[config.mk]
export PLATFORM = sky130hd
export DESIGN_NAME = expiring_route_table
export DESIGN_NICKNAME = d
export VERILOG_FILES = /design/src/hw/rtl/ert_pkg.sv /design/src/hw/rtl/ert_ram.sv /design/src/hw/rtl/expiring_route_table.sv
export SDC_FILE = /design/constraint.sdc
export NUM_CORES = 2
export LEC_CHECK = 0
export BUFFER_PORTS_ARGS = -buffer_cell sky130_fd_sc_hd__buf_2
export CAP_MARGIN = 20
export CORE_AREA = 5 5 396 242
export CTS_CLUSTER_DIAMETER = 50
export DETAILED_ROUTE_END_ITERATION = 10
export DIE_AREA = 0 0 401 247
export PLACE_DENSITY = 0.88
export RECOVER_POWER = 50
export SLEW_MARGIN = 20
export SYNTH_ARGS = -nofsm -noshare
export SYNTH_HDL_FRONTEND = slang
export SYNTH_SLANG_ARGS = --single-unit
[constraint.sdc]
create_clock -name clk -period 8.3 [get_ports clk]
set_clock_uncertainty 0.2 [all_clocks]
set_input_delay 0.83 -clock clk [delete_from_list [all_inputs] [get_ports clk]]
set_output_delay 0.83 -clock clk [all_outputs]
set_load 0.02 [all_outputs]
[src/hw/rtl/ert_pkg.sv]
`timescale 1ns / 1ps
// ----------------------------------------------------------------------------
// Expiring route table package
// Shared constants, command codes and transaction types.
// ----------------------------------------------------------------------------
package ert_pkg;

    localparam int ENTRIES = 16;
    localparam int SLOT_W = (ENTRIES > 1) ? $clog2(ENTRIES) : 1;
    localparam int CNT_W = 7;
    localparam int RANK_W = 6;
    localparam int ADDR_W = 16;
    localparam int TICK_W = 16;
    localparam int CFG_IDX_W = 2;
    localparam int CFG_W = 16;

    localparam logic [CFG_IDX_W-1:0] CFG_OWN_ADDRESS = 2'd0;
    localparam logic [CFG_IDX_W-1:0] CFG_EXPIRE_TICKS = 2'd1;
    localparam logic [CFG_IDX_W-1:0] CFG_SHARE_TICKS = 2'd2;

    localparam logic [TICK_W-1:0] EXPIRE_RESET = 16'd600;
    localparam logic [TICK_W-1:0] SHARE_RESET = 16'd60;

    typedef enum logic [2:0] {
        CMD_TICK = 3'd0,
        CMD_INSERT = 3'd1,
        CMD_LOOKUP = 3'd2,
        CMD_MARK_SHARED = 3'd3,
        CMD_NEXT_TO_SHARE = 3'd4,
        CMD_RESET_TIMERS = 3'd5,
        CMD_FLUSH = 3'd6,
        CMD_NONE = 3'd7
    } cmd_t;

    typedef struct packed {
        logic [2:0] command;
        logic [ADDR_W-1:0] dest_addr;
        logic [ADDR_W-1:0] hop_addr;
    } req_t;

    typedef struct packed {
        logic found;
        logic [ADDR_W-1:0] next_hop;
        logic [ADDR_W-1:0] share_addr;
        logic table_full;
        logic [CNT_W-1:0] route_count;
    } rsp_t;

    // One table entry as kept in memory.
    typedef struct packed {
        logic [ADDR_W-1:0] dest;
        logic [ADDR_W-1:0] hop;
        logic [TICK_W-1:0] expire_left;
        logic [TICK_W-1:0] share_left;
        logic share_armed;
        logic [RANK_W-1:0] rank;
    } entry_t;

    localparam int ENTRY_W = $bits(entry_t);

endpackage

[src/hw/rtl/ert_ram.sv]
`timescale 1ns / 1ps
// ----------------------------------------------------------------------------
// Generic single-port RAM
// One read per cycle, with an optional write to the same address; read data is registered.
// ----------------------------------------------------------------------------
module ert_ram #(
    parameter int WIDTH = 8,
    parameter int DEPTH = 16
) (
    input  logic                             clk,
    input  logic                             we,
    input  logic [$clog2(DEPTH > 1 ? DEPTH : 2)-1:0] addr,
    input  logic [WIDTH-1:0]                 wdata,
    output logic [WIDTH-1:0]                 rdata
);

    logic [WIDTH-1:0] mem [DEPTH];

    always_ff @(posedge clk)
    begin
        if (we)
        begin
            mem[addr] <= wdata;
        end
        rdata <= mem[addr];
    end

endmodule

[src/hw/rtl/expiring_route_table.sv]
`timescale 1ns / 1ps
// ----------------------------------------------------------------------------
// Expiring route table
// Route table with per-entry expiry and share countdowns, held in one RAM.
// ----------------------------------------------------------------------------
// Usage: commands arrive on the req channel (req_valid / req_stall) and one
// response transaction leaves on the rsp channel (rsp_valid / rsp_stall) for
// every command. Configuration registers are written through cfg_we,
// cfg_index and cfg_data while the block is idle.
// Each command walks the ENTRIES slots of the entry RAM one at a time over
// the single RAM port, each slot read in ST_READ and evaluated in ST_EVAL
// (a flush stops after the first slot). Tick and timer reset write slots back
// as they go; insert and mark-shared write the matched slot, or for insert a
// free slot, once the walk ends. Removal on tick closes up ranks with a second
// pass over the RAM per removed entry.
// A new command is taken only after the previous response has been accepted;
// a stalled response holds and blocks the next command.
// Reset empties the table (valid bits and count cleared) and loads the
// register defaults; no clearing pass is needed.
// ----------------------------------------------------------------------------
module expiring_route_table (
    input  logic                        clk,
    input  logic                        rst_n,
    input  logic                        req_valid,
    output logic                        req_stall,
    input  ert_pkg::req_t               req,
    output logic                        rsp_valid,
    input  logic                        rsp_stall,
    output ert_pkg::rsp_t               rsp,
    input  logic                        cfg_we,
    input  logic [ert_pkg::CFG_IDX_W-1:0] cfg_index,
    input  logic [ert_pkg::CFG_W-1:0]   cfg_data
);
    import ert_pkg::*;

    typedef enum logic [5:0] {
        ST_IDLE  = 6'b000001,
        ST_READ  = 6'b000010,
        ST_EVAL  = 6'b000100,
        ST_CLOSE = 6'b001000,
        ST_CEVAL = 6'b010000,
        ST_DONE  = 6'b100000
    } state_t;

    state_t state_reg, state_next;
    logic [ADDR_W-1:0] own_reg, own_next;
    logic [TICK_W-1:0] exp_reg, exp_next, shr_reg, shr_next;
    logic [ENTRIES-1:0] valid_reg, valid_next;
    logic [CNT_W-1:0] count_reg, count_next;
    req_t cmd_reg, cmd_next;
    logic [SLOT_W:0] idx_reg, idx_next;
    logic pass_reg, pass_next;
    logic hit_reg, hit_next, best_ok_reg, best_ok_next;
    logic full_reg, full_next;
    logic [SLOT_W-1:0] hit_slot_reg, hit_slot_next;
    logic [RANK_W-1:0] best_rank_reg, best_rank_next;
    logic [ADDR_W-1:0] best_dest_reg, best_dest_next;
    logic [ADDR_W-1:0] hop_reg, hop_next;
    logic [RANK_W-1:0] gone_rank_reg, gone_rank_next;
    logic [SLOT_W:0] resume_reg, resume_next;
    logic rsp_valid_reg, rsp_valid_next;
    rsp_t rsp_reg, rsp_next;

    logic ram_we;
    logic [SLOT_W-1:0] ram_addr, slot;
    entry_t ram_wdata, ram_rdata, e;
    logic last;

    ert_ram #(.WIDTH(ENTRY_W), .DEPTH(ENTRIES)) u_ram (
        .clk  (clk),
        .we   (ram_we),
        .addr (ram_addr),
        .wdata(ram_wdata),
        .rdata(ram_rdata)
    );

    assign req_stall = (state_reg != ST_IDLE) || rsp_valid_reg;
    assign rsp_valid = rsp_valid_reg;
    assign rsp = rsp_reg;
    assign slot = idx_reg[SLOT_W-1:0];
    assign last = (idx_reg == (SLOT_W + 1)'(ENTRIES - 1));

    always_comb
    begin
        logic free_found;
        logic [SLOT_W-1:0] free_slot;
        free_found = 1'b0;
        free_slot = '0;
        for (int i = ENTRIES - 1; i >= 0; i--)
        begin
            if (!valid_reg[i])
            begin
                free_found = 1'b1;
                free_slot = SLOT_W'(i);
            end
        end

        state_next = state_reg;
        own_next = own_reg;
        exp_next = exp_reg;
        shr_next = shr_reg;
        valid_next = valid_reg;
        count_next = count_reg;
        cmd_next = cmd_reg;
        idx_next = idx_reg;
        pass_next = pass_reg;
        hit_next = hit_reg;
        hit_slot_next = hit_slot_reg;
        best_ok_next = best_ok_reg;
        full_next = full_reg;
        best_rank_next = best_rank_reg;
        best_dest_next = best_dest_reg;
        hop_next = hop_reg;
        gone_rank_next = gone_rank_reg;
        resume_next = resume_reg;
        rsp_valid_next = rsp_valid_reg;
        rsp_next = rsp_reg;
        ram_we = 1'b0;
        ram_addr = slot;
        e = ram_rdata;
        ram_wdata = ram_rdata;

        if (rsp_valid_reg && !rsp_stall)
        begin
            rsp_valid_next = 1'b0;
        end

        if (cfg_we)
        begin
            case (cfg_index)
                CFG_OWN_ADDRESS: own_next = cfg_data;
                CFG_EXPIRE_TICKS: exp_next = cfg_data;
                CFG_SHARE_TICKS: shr_next = cfg_data;
                default: ;
            endcase
        end

        case (state_reg)
            ST_IDLE:
            begin
                if (req_valid && !req_stall)
                begin
                    cmd_next = req;
                    idx_next = '0;
                    pass_next = 1'b0;
                    hit_next = 1'b0;
                    hit_slot_next = '0;
                    best_ok_next = 1'b0;
                    full_next = 1'b0;
                    best_rank_next = '0;
                    best_dest_next = '0;
                    hop_next = '0;
                    state_next = ST_READ;
                end
            end
            ST_READ:
            begin
                state_next = ST_EVAL;
            end
            ST_EVAL:
            begin
                // Search pass: one slot per read.
                if (valid_reg[slot])
                begin
                    if (e.dest == cmd_reg.dest_addr && !hit_reg)
                    begin
                        hit_next = 1'b1;
                        hit_slot_next = slot;
                        hop_next = e.hop;
                    end
                    if (e.share_left == '0 && (!best_ok_reg || e.rank < best_rank_reg))
                    begin
                        best_ok_next = 1'b1;
                        best_rank_next = e.rank;
                        best_dest_next = e.dest;
                    end
                end
                state_next = ST_READ;
                idx_next = idx_reg + 1'b1;
                case (cmd_reg.command)
                    CMD_TICK:
                    begin
                        if (valid_reg[slot])
                        begin
                            ram_we = 1'b1;
                            if (e.share_left != '0)
                            begin
                                ram_wdata.share_left = e.share_left - 1'b1;
                            end
                            if (e.expire_left <= 16'd1)
                            begin
                                valid_next[slot] = 1'b0;
                                count_next = count_reg - 1'b1;
                                gone_rank_next = e.rank;
                                resume_next = idx_reg + 1'b1;
                                idx_next = '0;
                                state_next = ST_CLOSE;
                            end
                            else
                            begin
                                ram_wdata.expire_left = e.expire_left - 1'b1;
                            end
                        end
                        if (last && state_next != ST_CLOSE)
                        begin
                            state_next = ST_DONE;
                        end
                    end
                    CMD_RESET_TIMERS:
                    begin
                        if (valid_reg[slot])
                        begin
                            ram_we = 1'b1;
                            ram_wdata.expire_left = exp_reg;
                            ram_wdata.share_left = e.share_armed ? shr_reg : '0;
                        end
                        if (last)
                        begin
                            state_next = ST_DONE;
                        end
                    end
                    CMD_INSERT, CMD_MARK_SHARED:
                    begin
                        if (pass_reg)
                        begin
                            // Write-back of the matched slot.
                            ram_we = 1'b1;
                            if (cmd_reg.command == CMD_INSERT)
                            begin
                                ram_wdata.hop = cmd_reg.hop_addr;
                                ram_wdata.expire_left = exp_reg;
                            end
                            else
                            begin
                                ram_wdata.share_left = shr_reg;
                                ram_wdata.share_armed = 1'b1;
                            end
                            state_next = ST_DONE;
                        end
                        else if (last)
                        begin
                            if (hit_next)
                            begin
                                idx_next = {1'b0, hit_slot_next};
                                pass_next = 1'b1;
                                state_next = ST_READ;
                            end
                            else if (cmd_reg.command == CMD_INSERT && free_found)
                            begin
                                ram_we = 1'b1;
                                ram_addr = free_slot;
                                ram_wdata.dest = cmd_reg.dest_addr;
                                ram_wdata.hop = cmd_reg.hop_addr;
                                ram_wdata.expire_left = exp_reg;
                                ram_wdata.share_left = '0;
                                ram_wdata.share_armed = 1'b0;
                                ram_wdata.rank = RANK_W'(count_reg);
                                valid_next[free_slot] = 1'b1;
                                count_next = count_reg + 1'b1;
                                state_next = ST_DONE;
                            end
                            else
                            begin
                                full_next = (cmd_reg.command == CMD_INSERT);
                                state_next = ST_DONE;
                            end
                        end
                    end
                    CMD_FLUSH:
                    begin
                        valid_next = '0;
                        count_next = '0;
                        state_next = ST_DONE;
                    end
                    default:
                    begin
                        if (last)
                        begin
                            state_next = ST_DONE;
                        end
                    end
                endcase
            end
            ST_CLOSE:
            begin
                state_next = ST_CEVAL;
            end
            ST_CEVAL:
            begin
                // Close up ranks behind a removed entry.
                if (valid_reg[slot] && e.rank > gone_rank_reg)
                begin
                    ram_we = 1'b1;
                    ram_wdata.rank = e.rank - 1'b1;
                end
                idx_next = idx_reg + 1'b1;
                state_next = ST_CLOSE;
                if (last)
                begin
                    if (resume_reg == (SLOT_W + 1)'(ENTRIES))
                    begin
                        state_next = ST_DONE;
                    end
                    else
                    begin
                        idx_next = resume_reg;
                        state_next = ST_READ;
                    end
                end
            end
            ST_DONE:
            begin
                rsp_next = '0;
                rsp_next.route_count = count_reg;
                case (cmd_reg.command)
                    CMD_INSERT: rsp_next.table_full = full_reg;
                    CMD_LOOKUP:
                    begin
                        rsp_next.found = hit_reg;
                        rsp_next.next_hop = hit_reg ? hop_reg : '0;
                    end
                    CMD_MARK_SHARED: rsp_next.found = hit_reg;
                    CMD_NEXT_TO_SHARE:
                        rsp_next.share_addr = best_ok_reg ? best_dest_reg : own_reg;
                    default: ;
                endcase
                rsp_valid_next = 1'b1;
                state_next = ST_IDLE;
            end
            default:
            begin
                state_next = ST_IDLE;
            end
        endcase
    end

    always_ff @(posedge clk or negedge rst_n)
    begin
        if (!rst_n)
        begin
            state_reg <= ST_IDLE;
            own_reg <= '0;
            exp_reg <= EXPIRE_RESET;
            shr_reg <= SHARE_RESET;
            valid_reg <= '0;
            count_reg <= '0;
            rsp_valid_reg <= 1'b0;
        end
        else
        begin
            state_reg <= state_next;
            own_reg <= own_next;
            exp_reg <= exp_next;
            shr_reg <= shr_next;
            valid_reg <= valid_next;
            count_reg <= count_next;
            rsp_valid_reg <= rsp_valid_next;
        end
    end

    always_ff @(posedge clk)
    begin
        cmd_reg <= cmd_next;
        idx_reg <= idx_next;
        pass_reg <= pass_next;
        hit_reg <= hit_next;
        hit_slot_reg <= hit_slot_next;
        best_ok_reg <= best_ok_next;
        full_reg <= full_next;
        best_rank_reg <= best_rank_next;
        best_dest_reg <= best_dest_next;
        hop_reg <= hop_next;
        gone_rank_reg <= gone_rank_next;
        resume_reg <= resume_next;
        rsp_reg <= rsp_next;
    end

    // The count always matches the number of valid slots.
    assert property (@(posedge clk) disable iff (!rst_n)
        count_reg == CNT_W'($countones(valid_reg)))
        else $error("route count out of step with valid slots");

    // A response is only loaded from the done state.
    assert property (@(posedge clk) disable iff (!rst_n)
        $rose(rsp_valid_reg) |-> $past(state_reg == ST_DONE))
        else $error("response without finished command");

    // No command is taken while a response is pending.
    assert property (@(posedge clk) disable iff (!rst_n)
        rsp_valid_reg |-> req_stall)
        else $error("command accepted with response pending");

endmodule
==> summary.txt <==
Floorplan
  • Chip width: 401 um
  • Starting density of the core: 61.7%
  • Count of pins on the block boundary: 101
  • Number of rows in the core area: 86
  • Core Box Area: 91400 sq um
  • Die Outline Area: 99000 sq um
  • Die height: 247 um

Clock network
  • CTS tree: yes
  • Sinks on the clock net: 1423
  • Largest buffer count on any clock path: 3
  • Clk root buf: clkbuf_16
  • Clock-pin transition on the worst setup and hold timing paths: 0.07 ns
  • H-tree levels: 3
  • Clock latency at the later pin of the worst-skew pair: 0.75 ns
  • Total clock buffers created by CTS: 118
  • Number of gates resized after CTS: 0

Power
  • Power per unit of standard cell area: 307 nW/um^2
  • Max IR drop VDD: 236 uV
  • P_leak: 22.8 nW

GRT
  • Number of global-route vias before repair: 33300
  • Global route total overflow: 0
  • Number of antenna violations at the first check in global routing: 0
  • All-Layer GR Usage: 29.1%
  • Largest net degree at the start of global routing: 145
  • Wire length of the first global-routing pass: 214000 um

Logic synthesis
  • Count of unique library cells instantiated by Yosys: 70
  • Sequential cell area fraction in the yosys report: 73.9%
  • Primary flip-flop cell chosen by synthesis mapping: edfxtp_1
  • Post-Synthesis Cell Area: 56300 sq um
  • Post-synthesis net count: 3557
  • Post-Syn Area per Cell: 16.2 sq um
  • EDFF count, synth: 1274
  • Synthesized instance count: 3472
  • Total of warnings raised by yosys: 0
  • #FFs+latches synth: 1423
  • Post-synthesis async set-or-reset flop share: 5.48%

Detailed routing
  • DR vias/cell: 6.87
  • Per-cell routed wire length: 29.8 um
  • Count of nets left with antenna violations after detail routing: 0
  • 1st-iter DRT viols: 5129
  • Length of the first detailed-routing pass in iterations: 9
  • Number of DRC violations after detailed routing: 0
  • Total detailed-routing wirelength: 147000 um
  • Detailed-route via count: 33800

Critical path
  • Type of the worst setup path: reg -> reg
  • Cell type of the slowest stage on the worst timing path: clkbuf_1
  • Top cell by count, worst path: clkbuf_1
  • CP Data Arrival Time: 7.61 ns
  • Sort of element at the end of the critical path: register
  • Type of element launching the critical path: register
  • Max FO, Critical Path: 38
  • Critical path cell sequence: nor4_2 > clkbuf_1 > nand2_1 > clkbuf_1 > inv_1 > clkbuf_1 > nand2_1 > a21oi_1 > o31ai_1 > buf_4 > nor2_4 > buf_4
  • CP peak stage delay: 1.84 ns
  • Required time at the endpoint of the critical path: 8.46 ns

Outcome
  • Outcome: finished, violations left
  • Violated checks: capacitance limit, slew limit

Final layout
  • Net total in the final layout: 3674
  • Number of flip-flops in the largest register: 1136
  • Most used cells in the layout excluding fill and tap cells: edfxtp_1, mux2i_1, o22ai_1, nand2_1, clkbuf_16
  • Most common cell after layout, fill and taps aside: edfxtp_1
  • Total of fill cells in the finished design: 5596
  • Layout cell share with drive strength beyond 1: 10.8%
  • Layout-stage area growth over the synthesis result: 11.2%

Timing
  • Endpoints failing hold: 0
  • Rel. slew slack: -118%
  • Setup repair after global routing missed its margin: false
  • Timing-limited maximum frequency: 0.134 GHz
  • Setup TNS Final: 0 ns
  • Share of the cycle needed by the critical path after routing: 89.7%
  • Worst setup slack after layout: 0.852 ns
  • Slew at the pin closest to its max-slew limit: 3.27 ns
  • Fin. max-slew vios: 236
  • Post-layout minimum cycle time: 7.45 ns
  • Setup violators final: 0

Flow run
  • Maximum Capacitance Violations: 9

Placed design
  • Dpl hpwl: 82400 um
  • Count of input and output buffers: 100
  • Worst-case setup slack after placement: 1.74 ns
  • Routability-driven placement congestion ratio: 0.951

Hold path
  • Type of the tightest min-delay check: in -> reg
metrics by stage:
stage	std cells	util (%)	hold slack [ns]	power, mW	area (sq um)
floorplan	3472	-	0.232	11.9	56300
global placement	4695	64.3	0.283	13.1	58700
detailed placement	4696	64.3	0.295	13.3	58800
CTS	4919	68.8	0.0109	19.2	62900
global route	4923	68.6	0.0409	19.8	62700
finish	4924	68.6	0.0561	19.2	62700
synth_stat cells, types with 11 or more instances:
master / number / area share, %
a21oi_1: 73 / 0.65
a31oi_1: 20 / 0.22
and2_1: 21 / 0.23
and3_1: 53 / 0.59
buf_1: 20 / 0.13
buf_2: 20 / 0.18
clkbuf_1: 149 / 0.99
dfrtp_1: 69 / 3.1
dfxtp_1: 71 / 2.5
edfxtp_1: 1274 / 68
ha_1: 26 / 0.58
inv_1: 41 / 0.27
mux2_2: 67 / 1.3
mux2i_1: 611 / 11
nand2_1: 129 / 0.86
nand3_1: 24 / 0.21
nand4_1: 11 / 0.12
nor2_1: 112 / 0.75
nor3_1: 28 / 0.25
nor4_1: 13 / 0.14
o211ai_1: 12 / 0.16
o21ai_0: 65 / 0.58
o22ai_1: 303 / 3.4
o31ai_1: 17 / 0.23
or4_1: 82 / 1.1
xor2_1: 19 / 0.30
where the power goes:
group          total [mW]  internal, mW  switching, mW
Sequential           9.61          9.08          0.531
Combinational        3.71          1.16           2.55
Clock                5.91          3.31           2.60
Total                19.2          13.5           5.68
final cells by class:
cell class / instances / area, sq um / area share, %
antenna: 1 / 2.50 / 0.00399
clock inverter: 66 / 866 / 1.38
clock buffer: 156 / 3250 / 5.18
multi-input combinational: 1817 / 14000 / 22.3
sequential: 1423 / 41600 / 66.5
timing repair buffer: 186 / 1210 / 1.94
inverter: 43 / 161 / 0.258
tap: 1232 / 1540 / 2.46
logic make-up (layout without fill, tap and decap cells):
logic type | Yosys count | in the layout | synth area share (%)
adders and majority gates | 27 | 27 | 0.613
DFF | 1423 | 1423 | 73.9
muxes | 682 | 682 | 12.4
buffers and inverters | 232 | 451 | 1.59
AOI/OAI and AO/OA | 561 | 561 | 6.26
and+or+nand+nor | 522 | 522 | 4.89
other | 0 | 1 | 0
xor gates and xnor gates | 25 | 25 | 0.389
worst paths after layout:
kind / startpoint / end / slack (ns) / cells after the start
setup / recovery: state_reg[1] / u_ram.mem[10][65] / 0.85 / 12
hold / removal: req[6] / cmd_reg[6] / 0.06 / 1
setup reg to reg: state_reg[1] / u_ram.mem[10][65] / 0.85 / 12
hold reg to reg: own_reg[4] / own_reg[4] / 0.30 / 1
max in group asynchronous: rst_n / shr_reg[15] / 3.55 / 3
min in group asynchronous: rst_n / count_reg[0] / 0.65 / 2
layer usage:
layer	wire length, um	global-route usage, %	part of all wire, %
met5	0	0	0
met4	7000	13.1	4.8
met3	17700	6.36	12
met2	66900	45.0	46
met1	55200	40.4	38
worst max-delay path: cells and delay by family (launching register included):
kind	cells	cell delay, ns
AND/OR/NAND/NOR	4	1.36
flip-flops	1	0.45
AO/OA/AOI/OAI	2	0.63
buffers and inverters	6	4.34
repair_timing:
| item | CTS | global route |
|---|---|---|
| buffers inserted | 0 | 0 |
| hold buffers | 1 | 0 |
| endpoints found under the hold margin | 19 | 0 |
No activity file was read; power rests on OpenSTA's default activity.
